File: src/rtl/core/morse_keyer_top_assert.svh
// Assertion macros for the keyer top level.
`ifndef MORSE_KEYER_TOP_ASSERT_SVH
`define MORSE_KEYER_TOP_ASSERT_SVH

// Same-cycle implication, checked out of reset.
`define MK_ASSERT_NOW(lbl, ante, cons) \
    lbl: assert property (@(posedge i_clk) disable iff (!i_rst_n) (ante) |-> (cons)) \
        else $error("keyer assertion failed");

// Next-cycle implication, checked out of reset.
`define MK_ASSERT_NEXT(lbl, ante, cons) \
    lbl: assert property (@(posedge i_clk) disable iff (!i_rst_n) (ante) |=> (cons)) \
        else $error("keyer assertion failed");

`endif

File: src/rtl/core/mk_pkg.sv
`default_nettype none
package mk_pkg;

    localparam int MUL_W  = 16;
    localparam int PROD_W = 2 * MUL_W;
    localparam int LEN_W  = 18;

    localparam logic [1:0] ACT_TICK   = 2'd0;
    localparam logic [1:0] ACT_EDGE   = 2'd1;
    localparam logic [1:0] ACT_INJECT = 2'd2;

    localparam logic [3:0] K_A_DOWN   = 4'd0;
    localparam logic [3:0] K_TONE_ON  = 4'd4;
    localparam logic [3:0] K_TONE_OFF = 4'd5;
    localparam logic [3:0] K_DOT      = 4'd6;
    localparam logic [3:0] K_DASH     = 4'd7;
    localparam logic [3:0] K_SPACE    = 4'd8;

    localparam logic [2:0] REG_AUTO_MODE  = 3'd0;
    localparam logic [2:0] REG_KEYER_EN   = 3'd1;
    localparam logic [2:0] REG_SWAP       = 3'd2;
    localparam logic [2:0] REG_ADAPT_EN   = 3'd3;
    localparam logic [2:0] REG_MANUAL_DIT = 3'd4;
    localparam logic [2:0] REG_AUTO_DIT   = 3'd5;
    localparam logic [2:0] REG_DAH_RATIO  = 3'd6;
    localparam logic [2:0] REG_GAP_RATIO  = 3'd7;

    localparam logic [11:0]     DIT_DEFAULT   = 12'd100;
    localparam logic [10:0]     DAH_DEFAULT   = 11'd563;
    localparam logic [10:0]     GAP_DEFAULT   = 11'd128;
    localparam logic [10:0]     GAP_FLOOR     = 11'd26;
    localparam logic [MUL_W-1:0] RECIP5       = 16'd26215;
    localparam int              RECIP5_SHIFT  = 17;

    // floor(product / 256) kept to LEN_W bits, at least 1
    function automatic logic [LEN_W-1:0] q8_min1(input logic [PROD_W-1:0] p);
        logic [LEN_W-1:0] v;
        v = p[LEN_W+7:8];
        return (v == '0) ? LEN_W'(1) : v;
    endfunction

endpackage
`default_nettype wire

File: src/rtl/core/morse_keyer_top.sv
// Morse keyer: straight key and iambic paddles. Each input beat (tick, key edge or
// injected symbol, with the current time in ms) yields zero to three result beats,
// the final one flagged by tlast. One shared 16x16 multiplier derives the dit, dash,
// gap and space-threshold lengths in turn (S_M0 to S_M3); S_DIV and S_DIVW use it
// to divide by five when a manual dot adapts the dit estimate. S_OUT sends one beat
// per cycle while tready is high; the input is not ready until all results have
// been taken. Configuration writes are accepted every cycle and must only be made
// while idle; a write to the mode register clears the paddle and tone state.
`default_nettype none
module morse_keyer_top
    import mk_pkg::*;
#(
    parameter int GROUP_GAP_RATIO_Q8     = 768,
    parameter int AUTO_FALLBACK_RATIO_Q8 = 256
) (
    input  wire logic        i_clk,
    input  wire logic        i_rst_n,
    input  wire logic        i_s_tvalid,
    output logic             o_s_tready,
    input  wire logic [39:0] i_s_tdata,   // which_key, key_pressed, time_ms[31:0]
    input  wire logic [1:0]  i_s_tuser,   // action
    output logic             o_m_tvalid,
    input  wire logic        i_m_tready,
    output logic [7:0]       o_m_tdata,   // kind[3:0]
    output logic             o_m_tlast,
    input  wire logic        i_cfg_valid,
    output logic             o_cfg_ready,
    input  wire logic [2:0]  i_cfg_index,
    input  wire logic [11:0] i_cfg_data
);

    typedef enum logic [3:0] {
        S_IDLE, S_M0, S_M1, S_M2, S_M3, S_EX, S_DIV, S_DIVW, S_OUT
    } t_state;

    t_state r_state;

    logic r_auto, r_en, r_swap, r_adapt;
    logic [11:0] r_auto_dit;
    logic [10:0] r_dah_r, r_gap_r;

    logic r_ka, r_dot, r_dash, r_tone, r_gap, r_cur, r_pref, r_sp;
    logic [31:0] r_dl, r_press, r_last_sym;
    logic [11:0] r_est;

    logic [1:0]  r_act;
    logic        r_key, r_prs;
    logic [31:0] r_now;

    logic [14:0]      r_adit;
    logic [LEN_W-1:0] r_dah_len, r_gap_len;
    logic [14:0]      r_x;
    logic [11:0]      r_dur;
    logic             r_need_div;

    logic [3:0] r_buf [3];
    logic [1:0] r_cnt, r_idx;

    logic [MUL_W-1:0]  m_a, m_b;
    logic [PROD_W-1:0] m_prod;
    logic [LEN_W-1:0]  m_q8;
    logic [14:0]       adit_c;
    logic [10:0]       dah_eff, gap_eff;

    mk_mul u_mul (.i_clk(i_clk), .i_a(m_a), .i_b(m_b), .o_prod(m_prod));

    assign m_q8    = q8_min1(m_prod);
    assign adit_c  = (r_auto_dit != '0) ? 15'(r_auto_dit) : m_q8[14:0];
    assign dah_eff = (r_dah_r != '0) ? r_dah_r : DAH_DEFAULT;
    assign gap_eff = (r_gap_r == '0) ? GAP_DEFAULT :
                     (r_gap_r < GAP_FLOOR) ? GAP_FLOOR : r_gap_r;

    always_comb begin
        m_a = '0;
        m_b = '0;
        unique case (r_state)
            S_M0: begin
                m_a = MUL_W'(r_est);
                m_b = MUL_W'(AUTO_FALLBACK_RATIO_Q8);
            end
            S_M1: begin
                m_a = MUL_W'(adit_c);
                m_b = MUL_W'(dah_eff);
            end
            S_M2: begin
                m_a = MUL_W'(r_adit);
                m_b = MUL_W'(gap_eff);
            end
            S_M3: begin
                m_a = r_auto ? MUL_W'(r_adit) : MUL_W'(r_est);
                m_b = MUL_W'(GROUP_GAP_RATIO_Q8);
            end
            S_DIV: begin
                m_a = MUL_W'(r_x);
                m_b = RECIP5;
            end
            default: begin
                m_a = '0;
                m_b = '0;
            end
        endcase
    end

    // deadline not yet reached
    function automatic logic e_dl_late(input logic [31:0] now, input logic [31:0] dl);
        logic [31:0] d;
        d = now - dl;
        return d[31];
    endfunction

    // one item's keying step
    logic e_ka, e_dot, e_dash, e_tone, e_gap, e_cur, e_pref, e_sp;
    logic [31:0] e_dl, e_press, e_last;
    logic [3:0]  e_k [3];
    logic [1:0]  e_n;
    logic        e_div, e_tick, e_go, e_isdot, e_sdash;
    logic [31:0] e_dur;
    logic [14:0] e_x;

    always_comb begin
        e_ka = r_ka; e_dot = r_dot; e_dash = r_dash; e_tone = r_tone;
        e_gap = r_gap; e_cur = r_cur; e_pref = r_pref; e_sp = r_sp;
        e_dl = r_dl; e_press = r_press; e_last = r_last_sym;
        e_k[0] = '0; e_k[1] = '0; e_k[2] = '0;
        e_n = '0; e_div = 1'b0; e_tick = 1'b0; e_go = 1'b0;
        e_isdot = 1'b0; e_sdash = 1'b0;
        e_dur = r_now - r_press;
        e_x = 15'({r_est, 2'b00}) + 15'(e_dur[11:0]);

        if (r_act == ACT_TICK) begin
            e_tick = r_auto;
        end else if (r_act == ACT_EDGE) begin
            e_k[e_n] = K_A_DOWN + {2'b00, r_key, 1'b0} + {3'b000, ~r_prs};
            e_n = e_n + 2'd1;
            if (r_en) begin
                if (r_auto) begin
                    e_isdot = ~r_key ^ r_swap;
                    if (e_isdot) e_dot = r_prs;
                    else e_dash = r_prs;
                    if (r_prs) e_pref = ~e_isdot;
                    e_ka = e_dot | e_dash | e_tone;
                    e_tick = 1'b1;
                end else if (!r_key) begin
                    if (r_prs) begin
                        e_ka = 1'b1;
                        e_press = r_now;
                        e_k[e_n] = K_TONE_ON;
                        e_n = e_n + 2'd1;
                    end else begin
                        e_k[e_n] = K_TONE_OFF;
                        e_n = e_n + 2'd1;
                        if (r_ka) begin
                            e_ka = 1'b0;
                            e_last = r_now;
                            e_sp = 1'b1;
                            if (e_dur <= 32'(r_est)) begin
                                e_k[e_n] = K_DOT;
                                e_n = e_n + 2'd1;
                                e_div = r_adapt & (e_dur != '0);
                            end else begin
                                e_k[e_n] = K_DASH;
                                e_n = e_n + 2'd1;
                            end
                        end
                    end
                end
            end
        end else if (r_act == ACT_INJECT) begin
            e_k[e_n] = r_key ? K_DASH : K_DOT;
            e_n = e_n + 2'd1;
            e_last = r_now;
            e_sp = 1'b1;
        end

        if (e_tick) begin
            if (e_tone) begin
                if (!e_dl_late(r_now, e_dl)) begin
                    e_k[e_n] = K_TONE_OFF;
                    e_n = e_n + 2'd1;
                    e_tone = 1'b0;
                    e_k[e_n] = e_cur ? K_DASH : K_DOT;
                    e_n = e_n + 2'd1;
                    e_last = r_now;
                    e_sp = 1'b1;
                    if (e_dot && e_dash) e_pref = ~e_cur;
                    else if (e_dot) e_pref = 1'b0;
                    else if (e_dash) e_pref = 1'b1;
                    e_gap = 1'b1;
                    e_dl = r_now + 32'(r_gap_len);
                    e_ka = e_dot | e_dash | e_tone;
                end
            end else begin
                e_go = 1'b1;
                if (e_gap) begin
                    if (e_dl_late(r_now, e_dl)) e_go = 1'b0;
                    else e_gap = 1'b0;
                end
                if (e_go) begin
                    if (e_dot || e_dash) begin
                        e_sdash = (e_dot && e_dash) ? e_pref : ~e_dot;
                        e_cur = e_sdash;
                        e_tone = 1'b1;
                        e_gap = 1'b0;
                        e_dl = r_now + (e_sdash ? 32'(r_dah_len) : 32'(r_adit));
                        e_ka = 1'b1;
                        e_k[e_n] = K_TONE_ON;
                        e_n = e_n + 2'd1;
                    end else begin
                        e_ka = e_dot | e_dash | e_tone;
                    end
                end
            end
        end

        if (r_act == ACT_TICK && e_sp && !e_ka && ((r_now - e_last) > 32'(m_q8))) begin
            e_k[e_n] = K_SPACE;
            e_n = e_n + 2'd1;
            e_last = r_now;
            e_sp = 1'b0;
        end
    end

    logic [11:0] div_e;
    assign div_e = m_prod[RECIP5_SHIFT+11:RECIP5_SHIFT];

    always_ff @(posedge i_clk) begin
        if (!i_rst_n) begin
            r_state <= S_IDLE;
            r_auto <= 1'b0; r_en <= 1'b1; r_swap <= 1'b0; r_adapt <= 1'b0;
            r_auto_dit <= '0;
            r_dah_r <= DAH_DEFAULT; r_gap_r <= GAP_DEFAULT;
            r_ka <= 1'b0; r_dot <= 1'b0; r_dash <= 1'b0; r_tone <= 1'b0;
            r_gap <= 1'b0; r_cur <= 1'b0; r_pref <= 1'b0; r_sp <= 1'b0;
            r_dl <= '0; r_press <= '0; r_last_sym <= '0;
            r_est <= DIT_DEFAULT;
            r_cnt <= '0; r_idx <= '0; r_need_div <= 1'b0;
        end else begin
            if (i_cfg_valid && o_cfg_ready) begin
                unique case (i_cfg_index)
                    REG_AUTO_MODE: begin
                        r_auto <= i_cfg_data[0];
                        r_dot <= 1'b0; r_dash <= 1'b0; r_tone <= 1'b0;
                        r_gap <= 1'b0; r_cur <= 1'b0; r_pref <= 1'b0;
                        r_dl <= '0; r_ka <= 1'b0;
                    end
                    REG_KEYER_EN: r_en <= i_cfg_data[0];
                    REG_SWAP:     r_swap <= i_cfg_data[0];
                    REG_ADAPT_EN: r_adapt <= i_cfg_data[0];
                    REG_MANUAL_DIT: begin
                        r_est <= (i_cfg_data != '0) ? i_cfg_data : DIT_DEFAULT;
                    end
                    REG_AUTO_DIT:  r_auto_dit <= i_cfg_data;
                    REG_DAH_RATIO: r_dah_r <= i_cfg_data[10:0];
                    REG_GAP_RATIO: r_gap_r <= i_cfg_data[10:0];
                    default: ;
                endcase
            end
            unique case (r_state)
                S_IDLE: begin
                    if (i_s_tvalid) begin
                        r_act <= i_s_tuser;
                        r_key <= i_s_tdata[0];
                        r_prs <= i_s_tdata[1];
                        r_now <= i_s_tdata[33:2];
                        r_state <= S_M0;
                    end
                end
                S_M0: r_state <= S_M1;
                S_M1: begin
                    r_adit <= adit_c;
                    r_state <= S_M2;
                end
                S_M2: begin
                    r_dah_len <= m_q8;
                    r_state <= S_M3;
                end
                S_M3: begin
                    r_gap_len <= m_q8;
                    r_state <= S_EX;
                end
                S_EX: begin
                    r_ka <= e_ka; r_dot <= e_dot; r_dash <= e_dash; r_tone <= e_tone;
                    r_gap <= e_gap; r_cur <= e_cur; r_pref <= e_pref; r_sp <= e_sp;
                    r_dl <= e_dl; r_press <= e_press; r_last_sym <= e_last;
                    r_buf[0] <= e_k[0]; r_buf[1] <= e_k[1]; r_buf[2] <= e_k[2];
                    r_cnt <= e_n;
                    r_idx <= '0;
                    r_x <= e_x;
                    r_dur <= e_dur[11:0];
                    r_need_div <= e_div;
                    if (e_div) r_state <= S_DIV;
                    else if (e_n == '0) r_state <= S_IDLE;
                    else r_state <= S_OUT;
                end
                S_DIV: r_state <= S_DIVW;
                S_DIVW: begin
                    r_est <= (div_e != '0) ? div_e : r_dur;
                    r_need_div <= 1'b0;
                    r_state <= S_OUT;
                end
                S_OUT: begin
                    if (i_m_tready) begin
                        if (r_idx == r_cnt - 2'd1) r_state <= S_IDLE;
                        r_idx <= r_idx + 2'd1;
                    end
                end
                default: r_state <= S_IDLE;
            endcase
        end
    end

    assign o_s_tready  = (r_state == S_IDLE) && i_rst_n;
    assign o_cfg_ready = i_rst_n;
    assign o_m_tvalid  = (r_state == S_OUT);
    assign o_m_tdata   = {4'b0000, r_buf[r_idx]};
    assign o_m_tlast   = (r_idx == r_cnt - 2'd1);

`include "morse_keyer_top_assert.svh"

    `MK_ASSERT_NOW(a_sides_apart, o_s_tready, !o_m_tvalid)
    `MK_ASSERT_NOW(a_out_has_items, o_m_tvalid, r_cnt != '0)
    `MK_ASSERT_NEXT(a_last_ends_item, o_m_tvalid && i_m_tready && o_m_tlast, o_s_tready)
    `MK_ASSERT_NEXT(a_div_before_out, r_state == S_DIV, r_state == S_DIVW && r_need_div)

endmodule
`default_nettype wire

File: src/rtl/core/mk_mul.sv
`default_nettype none
module mk_mul
    import mk_pkg::*;
(
    input  wire logic              i_clk,
    input  wire logic [MUL_W-1:0]  i_a,
    input  wire logic [MUL_W-1:0]  i_b,
    output logic      [PROD_W-1:0] o_prod
);

    logic [PROD_W-1:0] r_prod;

    always_ff @(posedge i_clk) begin
        r_prod <= PROD_W'(i_a) * PROD_W'(i_b);
    end

    assign o_prod = r_prod;

endmodule
`default_nettype wire
File: config.mk
export PLATFORM = sky130hd
export DESIGN_NAME = morse_keyer_top
export DESIGN_NICKNAME = d
export VERILOG_FILES = /design/src/rtl/core/mk_pkg.sv /design/src/rtl/core/morse_keyer_top.sv /design/src/rtl/core/mk_mul.sv
export VERILOG_INCLUDE_DIRS = /design/src /design/src/rtl/core
export SDC_FILE = /design/constraint.sdc
export NUM_CORES = 1
export LEC_CHECK = 0
export ABC_AREA = 1
export BUFFER_PORTS_ARGS = -buffer_cell sky130_fd_sc_hd__buf_2
export CAP_MARGIN = 15
export CORE_MARGIN = 1.5
export CORE_UTILIZATION = 45
export CTS_CLUSTER_SIZE = 12
export DETAILED_ROUTE_END_ITERATION = 10
export SYNTH_ARGS = -nofsm -noshare
export SYNTH_HDL_FRONTEND = slang
export SYNTH_HIERARCHICAL = 1
export SYNTH_SLANG_ARGS = --single-unit
File: constraint.sdc
create_clock -name i_clk -period 16.79 [get_ports i_clk]
set_clock_uncertainty 0.05 [all_clocks]
set_input_delay 1.679 -clock i_clk [delete_from_list [all_inputs] [get_ports i_clk]]
set_output_delay 1.679 -clock i_clk [all_outputs]
set_load 0.005 [all_outputs]
==> impl_metrics.py <==
metrics = {
    "routing": {
        "detail_route.first_pass.iterations": 5,
        "ant_nets": 0,
        "routedWlPerCell_um": 16.7,
        "drtIter0Drc": 1662,
        "vias": 24200,
        "via_per_inst": 5.15,
        "drt-total-wl_um": 78600,
        "remaining_drc_errors": 0,
    },
    "setup_path": {
        "critical_path.max_stage_delay_ns": 0.68,
        "cpMostUsedCell": "nand2_1",
        "r2r_slack_ns": 9.20,
        "path_max_fanout": 70,
        "required_ns": 17.17,
        "crit_path_end_kind": "register",
        "slowest_stage": "nand2_4",
        "reg2reg_from": "r_now[30]",
        "critPathLaunchType": "register",
        "arrival_ns": 7.97,
        "critPathKind": "register to register",
        "crit_start": "r_now[30]",
    },
    "final_layout": {
        "drive_gt1_share_pct": 6.09,
        "fill_cells": 6248,
        "fin_cells": 4695,
        "area_growth_pct": 7.75,
        "antennaDiodeCount": 0,
        "final_nets": 4339,
    },
    "min_path": {
        "min_path_type": "register to register",
        "worstHoldStart": "r_last_sym[28]",
    },
    "power": {
        "power_mw": 2.20,
        "leakagePower_nw": 15.3,
        "power.density_nw_per_um2": 72.0,
        "ir_worst_vdd_mv": 0.0563,
    },
    "synthesis": {
        "synth_area_um2": 28400,
        "syn-instance-count": 3836,
        "syn-mean-instance-area_um2": 7.40,
        "yosysWarnings": 6,
    },
    "sta": {
        "setup_ws_ns": 9.20,
        "finalCritPeriodShare_pct": 45.2,
        "rsz0062_at_grt": "no",
        "fmax_mhz": 132,
        "setup_viol": 0,
        "tns_ns": 0,
        "hold_violations": 0,
        "tightest_slew_ns": 1.31,
        "maxSlewViolCount": 0,
        "period_minus_slack_ns": 7.59,
        "relSlewSlack_pct": 11.5,
    },
    "floorplanning": {
        "fp.dieW_um": 254,
        "die_y_um": 254,
        "core_um2": 62100,
        "start_util_pct": 45.7,
        "rows": 91,
        "io_pins": 74,
        "die_area_um2": 64600,
    },
    "grt": {
        "grt_use_total_pct": 24.8,
        "grt_pass1_wl_um": 126000,
        "grt_max_degree": 90,
        "grt_antenna_before_repair": 0,
        "grt_pass1_vias": 23600,
        "overflow": 0,
    },
    "clock_network": {
        "cts_tree": "done",
        "cts_root_buffer": "clkbuf_16",
        "cts_hold_buf": 0,
        "clk_latency_ns": 0.55,
        "path_clk_slew_ns": 0.06,
        "cts_made_buffers": 35,
        "cts_max_level": 2,
        "postCtsSetupRepairBufs": 0,
        "clk_path_buf_depth": 3,
        "cts_resized": 0,
        "cts_sinks": 309,
    },
    "placed_design": {
        "io_buffers": 63,
        "dpl.cell_count": 4631,
        "gp_congestion": 0.919,
        "dpl.hpwl_um": 61100,
        "pre_cts_ws_ns": 9.10,
    },
    "run_status": {
        "status": "completed",
    },
    "flow_run": {
        "maxCapViolations": 0,
    },
}
==> flip-flops by register name (all words and copies together), names as in the netlist, 4 cells and up, named ones only <==
| name | cells |
|---|---|
| r_dl | 32 |
| r_last_sym | 32 |
| r_now | 32 |
| r_press | 32 |
| u_mul/o_prod | 21 |
| r_dah_len | 18 |
| r_gap_len | 18 |
| r_adit | 15 |
| r_x | 15 |
| r_auto_dit | 12 |
| r_buf | 12 |
| r_est | 12 |
| r_dah_r | 11 |
| r_gap_r | 11 |
| r_dur | 10 |
| r_state | 4 |
==> final cells by class <==
cell class | count | area, µm² | area share [%]
Clock inverter | 9 | 109 | 0.356
Multi-Input combinational cell | 2611 | 17500 | 57.2
Sequential cell | 309 | 7430 | 24.3
Clock buffer | 55 | 992 | 3.25
Inverter | 772 | 2900 | 9.49
Timing Repair Buffer | 102 | 608 | 1.99
Tap cell | 837 | 1050 | 3.43
==> metrics by stage <==
step	cell area [µm²]	hold WS, ns	utilization (%)
floorplan	28400	0.371	-
global placement	29500	0.381	47.5
detailed placement	29500	0.384	47.5
CTS	30600	0.399	49.3
global route	30600	0.410	49.3
finish	30600	0.399	49.3
==> path summary, 6_finish.rpt <==
kind	end	cells past startpoint
worst min-delay path	r_last_sym[28]	2
worst min register to register	r_last_sym[28]	2
worst max register to register	r_state[3]	46
worst max-delay path	r_state[3]	46
==> layer usage <==
layer	wire [µm]	share of wire [%]	up-vias	global-route usage [%]
met3	4350	5.5	121	2.73
met2	36600	47	608	42.1
li1	-	-	12100	-
met1	35500	45	11400	33.2
met4	2210	2.8	0	7.16
met5	0	0	-	0
==> report_power, final <==
part | switching (mW) | internal [mW] | total (mW) | leakage [nW]
sequential | 0.0342 | 0.823 | 0.857 | 2.64
combinational | 0.401 | 0.198 | 0.599 | 12.1
clock | 0.320 | 0.427 | 0.746 | 0.533
==> worst max-delay path: cells and delay by family (launching register included) <==
kind / cells / cell delay, ns
compound gates: 7 / 0.93
xor+xnor: 1 / 0.15
fa+ha+maj: 4 / 1.28
buf+inv: 5 / 0.72
flops: 1 / 0.56
simple gates: 29 / 3.78
==> layout by cell type, fill, tap and decap left out, drive strengths merged, types with 10 or more instances in the layout <==
master	instances
nand2	962
inv	771
a21oi	254
nor2	254
ha	249
o21ai	241
fa	197
dfxtp	185
edfxtp	124
nand3	121
buf	102
clkbuf	55
xor2	53
nor3	32
o211ai	27
nand4	26
o22ai	22
xnor2	20
a31oi	20
nor4	18
o21a	14
o2111ai	14
o21bai	11
nand3b	10
No activity file was read; power rests on OpenSTA's default activity.
